File: src/design/mmul_pkg.sv
// ----------------------------------------------------------------------------
// mmul_pkg
// Shared codes, fixed field widths and the controller-to-datapath command
// bundle of the matrix multiplier.
// ----------------------------------------------------------------------------
package mmul_pkg;

  // Fixed field widths of the request and configuration ports
  localparam int OPCODE_W  = 2;
  localparam int IDX_W     = 3;
  localparam int CFG_W     = 4;
  localparam int CFG_IDX_W = 2;

  // Request opcodes
  localparam logic [OPCODE_W-1:0] OP_LOAD_A  = 2'd0;
  localparam logic [OPCODE_W-1:0] OP_LOAD_B  = 2'd1;
  localparam logic [OPCODE_W-1:0] OP_COMPUTE = 2'd2;

  // Configuration register indexes
  localparam logic [CFG_IDX_W-1:0] REG_A_ROWS    = 2'd0;
  localparam logic [CFG_IDX_W-1:0] REG_INNER_DIM = 2'd1;
  localparam logic [CFG_IDX_W-1:0] REG_B_COLS    = 2'd2;

  // Reset value of every dimension register
  localparam logic [CFG_W-1:0] CFG_DIM_RESET = 4'd8;

  // Command from controller to datapath, valid for the current cycle
  typedef struct packed {
    logic wr_a;     // write A element at the request address
    logic wr_b;     // write B element at the request address
    logic err;      // emit an out-of-range error result
    logic step;     // issue one multiply-accumulate step
    logic first;    // step opens a new dot product
    logic dot_end;  // step closes the dot product
    logic run_end;  // step closes the whole product matrix
  } mmul_cmd_t;

endpackage

File: src/design/mmul_ctrl.sv
// ----------------------------------------------------------------------------
// mmul_ctrl
// Controller: holds the dimension registers, checks load addresses and walks
// the row, column and inner-product counters of a compute run.
// ----------------------------------------------------------------------------
module mmul_ctrl #(
  parameter int MAX_DIM = 8
) (
  input  logic                              clk,
  input  logic                              rst_n,
  input  logic                              start,
  input  logic [mmul_pkg::OPCODE_W-1:0]     in_opcode,
  input  logic [mmul_pkg::IDX_W-1:0]        in_row_index,
  input  logic [mmul_pkg::IDX_W-1:0]        in_col_index,
  input  logic                              cfg_valid,
  output logic                              cfg_ready,
  input  logic [mmul_pkg::CFG_IDX_W-1:0]    cfg_index,
  input  logic [mmul_pkg::CFG_W-1:0]        cfg_data,
  input  logic                              pipe_busy,
  output logic                              busy,
  output mmul_pkg::mmul_cmd_t               cmd,
  output logic [$clog2(MAX_DIM)-1:0]        step_row,
  output logic [$clog2(MAX_DIM)-1:0]        step_col,
  output logic [$clog2(MAX_DIM)-1:0]        step_k
);
  import mmul_pkg::*;

  localparam int DIM_W = $clog2(MAX_DIM);
  localparam int CNT_W = $clog2(MAX_DIM + 1);
  localparam int CMP_W = (CNT_W > CFG_W) ? CNT_W : CFG_W;

  localparam logic [1:0] ST_IDLE  = 2'd0;
  localparam logic [1:0] ST_RUN   = 2'd1;
  localparam logic [1:0] ST_DRAIN = 2'd2;

  logic [1:0]       state_r, state_nxt;
  logic [CFG_W-1:0] a_rows_r, inner_dim_r, b_cols_r;
  logic [DIM_W-1:0] i_r, i_nxt, j_r, j_nxt, k_r, k_nxt;
  logic [CMP_W-1:0] m_eff, n_eff, p_eff;
  logic [CMP_W-1:0] row_ext, col_ext;
  logic             a_ok, b_ok;
  logic             i_last, j_last, k_last;

  // Clamp a dimension register to 1..MAX_DIM
  function automatic logic [CMP_W-1:0] eff_dim(input logic [CFG_W-1:0] r);
    logic [CMP_W-1:0] v;
    v = CMP_W'(r);
    if (v == '0) return CMP_W'(1);
    if (v > CMP_W'(MAX_DIM)) return CMP_W'(MAX_DIM);
    return v;
  endfunction

  assign cfg_ready = 1'b1;

  // Dimension registers
  always_ff @(posedge clk) begin
    if (!rst_n) begin
      a_rows_r    <= CFG_DIM_RESET;
      inner_dim_r <= CFG_DIM_RESET;
      b_cols_r    <= CFG_DIM_RESET;
    end else if (cfg_valid && cfg_ready) begin
      case (cfg_index)
        REG_A_ROWS:    a_rows_r    <= cfg_data;
        REG_INNER_DIM: inner_dim_r <= cfg_data;
        REG_B_COLS:    b_cols_r    <= cfg_data;
        default: ;
      endcase
    end
  end

  assign m_eff = eff_dim(a_rows_r);
  assign n_eff = eff_dim(inner_dim_r);
  assign p_eff = eff_dim(b_cols_r);

  // Load address range checks
  assign row_ext = CMP_W'(in_row_index);
  assign col_ext = CMP_W'(in_col_index);
  assign a_ok    = (row_ext < m_eff) && (col_ext < n_eff);
  assign b_ok    = (row_ext < n_eff) && (col_ext < p_eff);

  // Counter wrap points
  assign i_last = CMP_W'(i_r) == (m_eff - CMP_W'(1));
  assign j_last = CMP_W'(j_r) == (p_eff - CMP_W'(1));
  assign k_last = CMP_W'(k_r) == (n_eff - CMP_W'(1));

  // Sequencer
  always_comb begin
    state_nxt = state_r;
    i_nxt     = i_r;
    j_nxt     = j_r;
    k_nxt     = k_r;
    cmd       = '0;
    case (state_r)
      ST_IDLE: begin
        if (start) begin
          case (in_opcode)
            OP_LOAD_A: begin
              cmd.wr_a = a_ok;
              cmd.err  = !a_ok;
            end
            OP_LOAD_B: begin
              cmd.wr_b = b_ok;
              cmd.err  = !b_ok;
            end
            OP_COMPUTE: begin
              state_nxt = ST_RUN;
              i_nxt     = '0;
              j_nxt     = '0;
              k_nxt     = '0;
            end
            default: ;
          endcase
        end
      end
      ST_RUN: begin
        cmd.step    = 1'b1;
        cmd.first   = (k_r == '0);
        cmd.dot_end = k_last;
        cmd.run_end = i_last && j_last && k_last;
        if (k_last) begin
          k_nxt = '0;
          if (j_last) begin
            j_nxt = '0;
            i_nxt = i_r + DIM_W'(1);
          end else begin
            j_nxt = j_r + DIM_W'(1);
          end
        end else begin
          k_nxt = k_r + DIM_W'(1);
        end
        if (i_last && j_last && k_last) state_nxt = ST_DRAIN;
      end
      ST_DRAIN: begin
        if (!pipe_busy) state_nxt = ST_IDLE;
      end
      default: state_nxt = ST_IDLE;
    endcase
  end

  // Advance state and counters
  always_ff @(posedge clk) begin
    if (!rst_n) begin
      state_r <= ST_IDLE;
      i_r     <= '0;
      j_r     <= '0;
      k_r     <= '0;
    end else begin
      state_r <= state_nxt;
      i_r     <= i_nxt;
      j_r     <= j_nxt;
      k_r     <= k_nxt;
    end
  end

  assign busy     = (state_r != ST_IDLE);
  assign step_row = i_r;
  assign step_col = j_r;
  assign step_k   = k_r;

  // Counters never leave the configured matrix during a run
  a_cnt_in_range: assert property (@(posedge clk) disable iff (!rst_n)
    (state_r == ST_RUN) |-> ((CMP_W'(i_r) < m_eff) && (CMP_W'(j_r) < p_eff) &&
                             (CMP_W'(k_r) < n_eff)))
    else $error("mmul_ctrl: run counter outside configured size");

  // A dot product is issued without gaps
  a_dot_contiguous: assert property (@(posedge clk) disable iff (!rst_n)
    (cmd.step && !cmd.dot_end) |=> (cmd.step && !cmd.first))
    else $error("mmul_ctrl: dot product interrupted");

  // The final step hands over to the drain phase
  a_run_to_drain: assert property (@(posedge clk) disable iff (!rst_n)
    cmd.run_end |=> (state_r == ST_DRAIN && pipe_busy))
    else $error("mmul_ctrl: run end did not enter drain");

endmodule

File: src/design/mmul_dp.sv
// ----------------------------------------------------------------------------
// mmul_dp
// Datapath: A and B element stores, multiply-accumulate pipeline, rounding and
// saturation to the element format, and the result register.
// ----------------------------------------------------------------------------
module mmul_dp #(
  parameter int MAX_DIM    = 8,
  parameter int ELEM_WIDTH = 16
) (
  input  logic                          clk,
  input  logic                          rst_n,
  input  mmul_pkg::mmul_cmd_t           cmd,
  input  logic [$clog2(MAX_DIM)-1:0]    step_row,
  input  logic [$clog2(MAX_DIM)-1:0]    step_col,
  input  logic [$clog2(MAX_DIM)-1:0]    step_k,
  input  logic [mmul_pkg::IDX_W-1:0]    in_row_index,
  input  logic [mmul_pkg::IDX_W-1:0]    in_col_index,
  input  logic signed [ELEM_WIDTH-1:0]  in_elem_value,
  output logic                          pipe_busy,
  output logic                          out_valid,
  output logic signed [ELEM_WIDTH-1:0]  out_prod_value,
  output logic [mmul_pkg::IDX_W-1:0]    out_row,
  output logic [mmul_pkg::IDX_W-1:0]    out_col,
  output logic                          out_last_flag,
  output logic                          out_error_flag
);
  import mmul_pkg::*;

  localparam int DIM_W  = $clog2(MAX_DIM);
  localparam int DEPTH  = MAX_DIM * MAX_DIM;
  localparam int ADDR_W = $clog2(DEPTH);
  localparam int FRAC   = ELEM_WIDTH / 2;
  localparam int PROD_W = 2 * ELEM_WIDTH;
  localparam int ACC_W  = PROD_W + $clog2(MAX_DIM);
  localparam int RND_W  = ACC_W + 1;
  localparam int SH_W   = RND_W - FRAC;
  localparam logic [RND_W-1:0] HALF_LSB = RND_W'(1) << (FRAC - 1);

  typedef struct packed {
    logic             vld;
    logic             first;
    logic             dot_end;
    logic             run_end;
    logic [DIM_W-1:0] row;
    logic [DIM_W-1:0] col;
  } mmul_tag_t;

  logic [ELEM_WIDTH-1:0]        a_mem [DEPTH];
  logic [ELEM_WIDTH-1:0]        b_mem [DEPTH];
  logic [ADDR_W-1:0]            ld_addr, a_rd_addr, b_rd_addr;
  logic signed [ELEM_WIDTH-1:0] a_rd_r, b_rd_r;
  logic signed [PROD_W-1:0]     prod_r;
  logic signed [ACC_W-1:0]      acc_r, acc_nxt, prod_ext;
  mmul_tag_t                    s1_nxt, s1_r, s2_r, s3_r;
  logic [RND_W-1:0]             rnd;
  logic [SH_W-1:0]              shr;
  logic [SH_W-ELEM_WIDTH:0]     top_bits;
  logic [ELEM_WIDTH-1:0]        sat;
  logic                         emit;

  logic                         out_valid_r;
  logic [ELEM_WIDTH-1:0]        out_value_r;
  logic [IDX_W-1:0]             out_row_r, out_col_r;
  logic                         out_last_r, out_err_r;

  // Element addresses, row-major with MAX_DIM columns
  assign ld_addr   = ADDR_W'(DIM_W'(in_row_index)) * ADDR_W'(MAX_DIM) +
                     ADDR_W'(DIM_W'(in_col_index));
  assign a_rd_addr = ADDR_W'(step_row) * ADDR_W'(MAX_DIM) + ADDR_W'(step_k);
  assign b_rd_addr = ADDR_W'(step_k) * ADDR_W'(MAX_DIM) + ADDR_W'(step_col);

  // Element stores, registered read
  always_ff @(posedge clk) begin
    if (cmd.wr_a) a_mem[ld_addr] <= in_elem_value;
    a_rd_r <= a_mem[a_rd_addr];
  end

  always_ff @(posedge clk) begin
    if (cmd.wr_b) b_mem[ld_addr] <= in_elem_value;
    b_rd_r <= b_mem[b_rd_addr];
  end

  // Step tags travel alongside the data
  always_comb begin
    s1_nxt.vld     = cmd.step;
    s1_nxt.first   = cmd.first;
    s1_nxt.dot_end = cmd.dot_end;
    s1_nxt.run_end = cmd.run_end;
    s1_nxt.row     = step_row;
    s1_nxt.col     = step_col;
  end

  always_ff @(posedge clk) begin
    if (!rst_n) begin
      s1_r.vld <= 1'b0;
      s2_r.vld <= 1'b0;
      s3_r.vld <= 1'b0;
    end else begin
      s1_r <= s1_nxt;
      s2_r <= s1_r;
      s3_r <= s2_r;
    end
  end

  assign pipe_busy = s1_r.vld || s2_r.vld || s3_r.vld;

  // Multiply stage
  always_ff @(posedge clk) begin
    prod_r <= a_rd_r * b_rd_r;
  end

  // Accumulate stage, restart on the first term of each dot product
  assign prod_ext = {{(ACC_W - PROD_W){prod_r[PROD_W-1]}}, prod_r};
  assign acc_nxt  = s2_r.first ? prod_ext : acc_r + prod_ext;

  always_ff @(posedge clk) begin
    if (s2_r.vld) acc_r <= acc_nxt;
  end

  // Round half up, drop fraction bits, saturate to the element range
  assign rnd      = {acc_r[ACC_W-1], acc_r} + HALF_LSB;
  assign shr      = rnd[RND_W-1:FRAC];
  assign top_bits = shr[SH_W-1:ELEM_WIDTH-1];

  always_comb begin
    if ((&top_bits) || !(|top_bits)) begin
      sat = shr[ELEM_WIDTH-1:0];
    end else if (shr[SH_W-1]) begin
      sat = {1'b1, {(ELEM_WIDTH - 1){1'b0}}};
    end else begin
      sat = {1'b0, {(ELEM_WIDTH - 1){1'b1}}};
    end
  end

  assign emit = s3_r.vld && s3_r.dot_end;

  // Result register
  always_ff @(posedge clk) begin
    if (!rst_n) begin
      out_valid_r <= 1'b0;
    end else begin
      out_valid_r <= emit || cmd.err;
    end
  end

  always_ff @(posedge clk) begin
    if (cmd.err) begin
      out_value_r <= '0;
      out_row_r   <= in_row_index;
      out_col_r   <= in_col_index;
      out_last_r  <= 1'b1;
      out_err_r   <= 1'b1;
    end else if (emit) begin
      out_value_r <= sat;
      out_row_r   <= IDX_W'(s3_r.row);
      out_col_r   <= IDX_W'(s3_r.col);
      out_last_r  <= s3_r.run_end;
      out_err_r   <= 1'b0;
    end
  end

  assign out_valid      = out_valid_r;
  assign out_prod_value = out_value_r;
  assign out_row        = out_row_r;
  assign out_col        = out_col_r;
  assign out_last_flag  = out_last_r;
  assign out_error_flag = out_err_r;

  // Error results never meet a product result in the result register
  a_no_collision: assert property (@(posedge clk) disable iff (!rst_n)
    !(emit && cmd.err))
    else $error("mmul_dp: error and product result collide");

  // A continuing term always follows a term of the same dot product
  a_acc_chain: assert property (@(posedge clk) disable iff (!rst_n)
    (s2_r.vld && !s2_r.first) |-> (s3_r.vld && !s3_r.dot_end))
    else $error("mmul_dp: accumulation without open dot product");

  // A new dot product starts only after the previous one closed
  a_acc_restart: assert property (@(posedge clk) disable iff (!rst_n)
    (s1_r.vld && s1_r.first && s2_r.vld) |-> s2_r.dot_end)
    else $error("mmul_dp: dot product restarted before it closed");

endmodule

File: src/design/matrix_multiply.sv
// ----------------------------------------------------------------------------
// matrix_multiply
// Signed fixed-point matrix multiplier P = A x B with element stores, a
// sequencing controller and a multiply-accumulate datapath.
// ----------------------------------------------------------------------------
// A request is taken when start is high and busy is low. Loads of A or B
// elements may follow back to back; a load outside the configured sizes
// returns one error result in the cycle right after it is taken. A compute
// request holds busy while the single multiply-accumulate unit does one
// product term per cycle behind a store read and a multiply stage, and until
// the pipeline drains; product elements come out in row-major order, one per
// dot product, and the last one is on the ports in the cycle before busy
// drops. Results are shown for exactly one cycle on out_valid and cannot be
// held off, so the receiver must take every one. Configuration writes are
// always ready and must only be made while busy is low.
module matrix_multiply #(
  parameter int MAX_DIM    = 8,
  parameter int ELEM_WIDTH = 16
) (
  input  logic                              clk,
  input  logic                              rst_n,
  input  logic                              start,
  output logic                              busy,
  input  logic [mmul_pkg::OPCODE_W-1:0]     in_opcode,
  input  logic [mmul_pkg::IDX_W-1:0]        in_row_index,
  input  logic [mmul_pkg::IDX_W-1:0]        in_col_index,
  input  logic signed [ELEM_WIDTH-1:0]      in_elem_value,
  output logic                              out_valid,
  output logic signed [ELEM_WIDTH-1:0]      out_prod_value,
  output logic [mmul_pkg::IDX_W-1:0]        out_row,
  output logic [mmul_pkg::IDX_W-1:0]        out_col,
  output logic                              out_last_flag,
  output logic                              out_error_flag,
  input  logic                              cfg_valid,
  output logic                              cfg_ready,
  input  logic [mmul_pkg::CFG_IDX_W-1:0]    cfg_index,
  input  logic [mmul_pkg::CFG_W-1:0]        cfg_data
);
  import mmul_pkg::*;

  localparam int DIM_W = $clog2(MAX_DIM);

  mmul_cmd_t        cmd;
  logic             pipe_busy;
  logic [DIM_W-1:0] step_row, step_col, step_k;

  // Controller
  mmul_ctrl #(
    .MAX_DIM (MAX_DIM)
  ) u_ctrl (
    .clk          (clk),
    .rst_n        (rst_n),
    .start        (start),
    .in_opcode    (in_opcode),
    .in_row_index (in_row_index),
    .in_col_index (in_col_index),
    .cfg_valid    (cfg_valid),
    .cfg_ready    (cfg_ready),
    .cfg_index    (cfg_index),
    .cfg_data     (cfg_data),
    .pipe_busy    (pipe_busy),
    .busy         (busy),
    .cmd          (cmd),
    .step_row     (step_row),
    .step_col     (step_col),
    .step_k       (step_k)
  );

  // Datapath
  mmul_dp #(
    .MAX_DIM    (MAX_DIM),
    .ELEM_WIDTH (ELEM_WIDTH)
  ) u_dp (
    .clk            (clk),
    .rst_n          (rst_n),
    .cmd            (cmd),
    .step_row       (step_row),
    .step_col       (step_col),
    .step_k         (step_k),
    .in_row_index   (in_row_index),
    .in_col_index   (in_col_index),
    .in_elem_value  (in_elem_value),
    .pipe_busy      (pipe_busy),
    .out_valid      (out_valid),
    .out_prod_value (out_prod_value),
    .out_row        (out_row),
    .out_col        (out_col),
    .out_last_flag  (out_last_flag),
    .out_error_flag (out_error_flag)
  );

endmodule
File: config.mk
export PLATFORM = sky130hd
export DESIGN_NAME = matrix_multiply
export DESIGN_NICKNAME = d
export VERILOG_FILES = /design/src/design/mmul_pkg.sv /design/src/design/mmul_ctrl.sv /design/src/design/mmul_dp.sv /design/src/design/matrix_multiply.sv
export SDC_FILE = /design/constraint.sdc
export NUM_CORES = 2
export LEC_CHECK = 0
export ABC_AREA = 1
export BUFFER_PORTS_ARGS = -buffer_cell sky130_fd_sc_hd__buf_2
export CAP_MARGIN = 20
export CORE_ASPECT_RATIO = 1.25
export CORE_MARGIN = 10
export CORE_UTILIZATION = 35
export CTS_CLUSTER_SIZE = 20
export DETAILED_ROUTE_END_ITERATION = 10
export PLACE_DENSITY = 0.54
export SETUP_SLACK_MARGIN = 0.05
export SLEW_MARGIN = 20
export SYNTH_ARGS = -nofsm -noshare
export SYNTH_HDL_FRONTEND = slang
export SYNTH_SLANG_ARGS = --single-unit
File: constraint.sdc
create_clock -name clk -period 7.3 [get_ports clk]
set_clock_uncertainty 0.1 [all_clocks]
set_input_delay 0 -clock clk [delete_from_list [all_inputs] [get_ports clk]]
set_output_delay 0 -clock clk [all_outputs]
set_load 0.05 [all_outputs]
==> results by group <==
Run status
  • Outcome: finished, final reports clean

STA
  • Final worst path period share: 0.879
  • TNS Setup: 0 ns
  • Relative slew margins: 0.258
  • Final min period: 6.42 ns
  • RSZ-0062 raised after global routing: false
  • Final setup vio count: 0
  • Slew Viols, Final: 0
  • Worst-Margin Slew: 1.11 ns
  • Hold Violations, Final: 0
  • Peak Freq: 0.156 GHz

Place
  • Hpwl dp: around 180000 um
  • Final Wtd Congestion: 0.855
  • Port buffer count: between 50 and 60

Yosys
  • Post-Synthesis Cell Area: 99700 um^2
  • Synthesized netlist cell count: 8541
  • Cell variety after synth: 50
  • Post-synthesis sequential area ratio: 0.659
  • Synth Register Bits: 2224
  • Syn Area/Cell: 11.7 um^2
  • Synthesized Nets: 8970
  • Synthesis Warnings: 0
  • Largest area contributor in the netlist: edfxtp_1
  • Ranking of synthesized cells by area: edfxtp_1, o21ai_0, nor2_1
  • Synth top area share: 0.637

Floorplanning
  • Full die area: 307000 um^2
  • Die width: 497 um
  • Io pins: 61
  • Core Area: 284000 um^2
  • Initial Util: 0.351
  • Row Count: 219
  • Die boundary height: 617 um

Global route
  • Global Route Usage Sum: 0.191
  • Grt total ovfl: 0
  • Largest net degree at the start of global routing: 193
  • Global-route wire length before repair: 449000 um
  • Vias in the first global route: 66200
  • Initial antenna violation count: 14

CTS
  • Post-CTS sizing: 0
  • Clk_lat worst skew: approximately 0.91 ns
  • Clk sink count: 2224
  • Setup repair bufs after CTS: 0
  • Clk buf depth: 4
  • TritonCTS clock tree: built
  • Clk slew on worst S/H paths: 0.06 ns
  • Root Driver: clkbuf_16
  • Hold Buf Count CTS: just under 50
  • H-tree levels: 4
  • Num CTS Buffers: ~220

Worst setup path
  • Slowest stage cell, crit path: fa_1
  • CP cell instances: nand2_1 -> inv_1 -> fa_1 -> fa_1 -> fa_1 -> fa_1 -> fa_1 -> inv_1 -> fa_1 -> inv_1 -> ha_1 -> nand3_1 -> nor3_1 -> nand4_1 -> nand3_1 -> a31oi_1 -> or2_2 -> nand2_1
  • Crit path buf inv count: 3
  • Worst path top cell family by delay: adder cells
  • Crit Path Class: register to register
  • Crit end category: register
  • Max incr delay on CP: 0.86 ns
  • Required time of the critical path: 8.00 ns
  • Critical Path Most Common Cell: fa_1
  • Crit path DAT: 7.11 ns
  • CP Launch Type: register
  • Worst-path fanout max: 16

Drt
  • Met2 WL post-DR: 152000 um
  • Routed len/inst: 24.5 um
  • Top Layer Used: met5
  • WL met3: 16700 um
  • Final ANT Viol Nets: 0
  • Post-Route WL: slightly above 300000 um
  • Pre-antenna DRT Iters: 6
  • DRC: 0
  • Vias per cell: 5.39
  • Total number of vias: 67300
  • WL met1: 124000 um
  • DRT iter0 DRCs: 6718

Finish
  • Area occupied by multi-input gates: 29900 um^2
  • Register area: about 66000 um^2
  • Util after Layout: 0.395
  • Highest-count cells in the layout ignoring fill and taps: edfxtp_1, nor2_1, o21ai_0
  • Area growth syn-to-layout: 12.5%
  • Fin nets: 8977
  • Fillers: 26900
  • Share of cells above drive strength 1: 0.0837
  • Most common cell after layout, fill and taps aside: edfxtp_1

Flow run
  • Max-Cap Viols: 0

Pwr
  • Sw Share: 0.413
  • Pwr/cell area: 466 nW/um^2
  • P_int: 30.7 mW
  • Clock network power share: 0.216
  • Gate power share: 0.499
  • Peak VDD IR: 1550 uV
  • NetSw: ~22 mW
  • P_leak: 39.4 nW
  • Seq pwr share: 0.285

Min path
  • Worst hold-check path type: input port to register
[power by group through the flow]
| stage | clock network [mW] | logic [mW] | registers (mW) |
|---|---|---|---|
| finish | 11.3 | 26.1 | 14.9 |
| global route | 11.9 | 30.0 | 14.9 |
| CTS | 11.5 | 26.5 | 14.9 |
| detailed placement | 0 | 26.3 | 15.2 |
| global placement | 0 | 26.3 | 15.2 |
| floorplan | 0 | 19.7 | 15.0 |
[cell families (layout without fill, tap and decap cells)]
group / after synthesis / in the layout / share of synthesized area
other: 1 / 8 / 0.0000376
AND/OR/NAND/NOR: 2527 / 2527 / 0.0992
AO/OA/AOI/OAI: 2222 / 2222 / 0.123
adder cells (fa/ha/maj): 395 / 395 / 0.0694
flip-flops: 2224 / 2224 / 0.659
buffers and inverters: 1103 / 1284 / 0.0432
XOR/XNOR: 69 / 69 / 0.00606
[synthesized netlist by cell type (all sizes together)]
master	number
nand2	775
edfxtp	2115
o2111ai	2
o21ai	1386
nor2	1567
o211ai	68
xor2	41
nand3	95
clkbuf	416
a31oi	10
nor4	3
a21oi	99
o221ai	32
o311a	1
a21o	6
and2	1
or3	1
or2	32
fa	263
nand3b	4
o21a	4
dfxtp	109
conb	1
o22ai	595
a211oi	2
buf	117
o21bai	11
inv	566
nor3	34
o211a	1
a21boi	5
nand4	15
ha	132
xnor2	28
clkinv	4
[worst paths after layout]
path,start,end,slack (ns),depth (start not counted)
min reg2reg,u_dp.s2_r[7]$_DFFE_PP_,u_dp.s3_r[7]$_DFFE_PP_,0.32,0
max,u_dp.b_rd_r[2]$_DFF_P_,u_dp.prod_r[31]$_DFF_P_,0.88,18
min,in_elem_value[3],u_dp.b_mem[5][3]$_DFFE_PP_,0.05,2
max reg2reg,u_dp.b_rd_r[2]$_DFF_P_,u_dp.prod_r[31]$_DFF_P_,0.88,18
[final cells by class]
cell class / instances / share of cell area
clock inverter: 129 / 0.0107
sequential: 2224 / 0.586
antenna: 7 / 0.000156
clock buffer: 266 / 0.0518
tap: 3757 / 0.0419
inverter: 570 / 0.0194
multi-input combinational: 5214 / 0.267
timing repair buffer: 319 / 0.0232
[metal layers]
metal / up-vias / global-route usage
met5: - / 0
li1: 30200 / -
met1: 34300 / 0.243
met2: 2191 / 0.333
met3: 548 / 0.0223
met4: 8 / 0.0788
[sequential cells by signal, indices dropped and copies added (netlist names), 9 cells and up]
name and flops:
u_dp.a_mem 1024, u_dp.b_mem 1024, u_dp.acc_r 35, u_dp.prod_r 32
u_dp.a_rd_r 16, u_dp.b_rd_r 16, u_dp.out_prod_value 16, u_dp.s1_r 10
u_dp.s2_r 10, u_dp.s3_r 9
[worst register-to-register path: cells and delay by family, from the launching register on]
family                     cells  cell delay (ns)
buffers and inverters          3             0.21
AOI/OAI and AO/OA              1             0.14
and+or+nand+nor                7             1.32
DFF                            1             0.80
adders and majority gates      7             3.81
[stage by stage]
stage | cells | power (mW) | cell area, um^2 | hold slack, ns | setup WS, ns
detailed placement | 12000 | 41.5 | 105000 | 0.168 | 0.874
global route | 12500 | 56.8 | 112000 | 0.0394 | 0.543
CTS | 12500 | 52.8 | 112000 | 0.00846 | 0.861
floorplan | 8541 | 34.7 | 99700 | -0.00113 | 1.68
global placement | 12000 | 41.5 | 105000 | 0.167 | 1.01
finish | 12500 | 52.2 | 112000 | 0.0469 | 0.885
(Power assumes the default switching activity.)
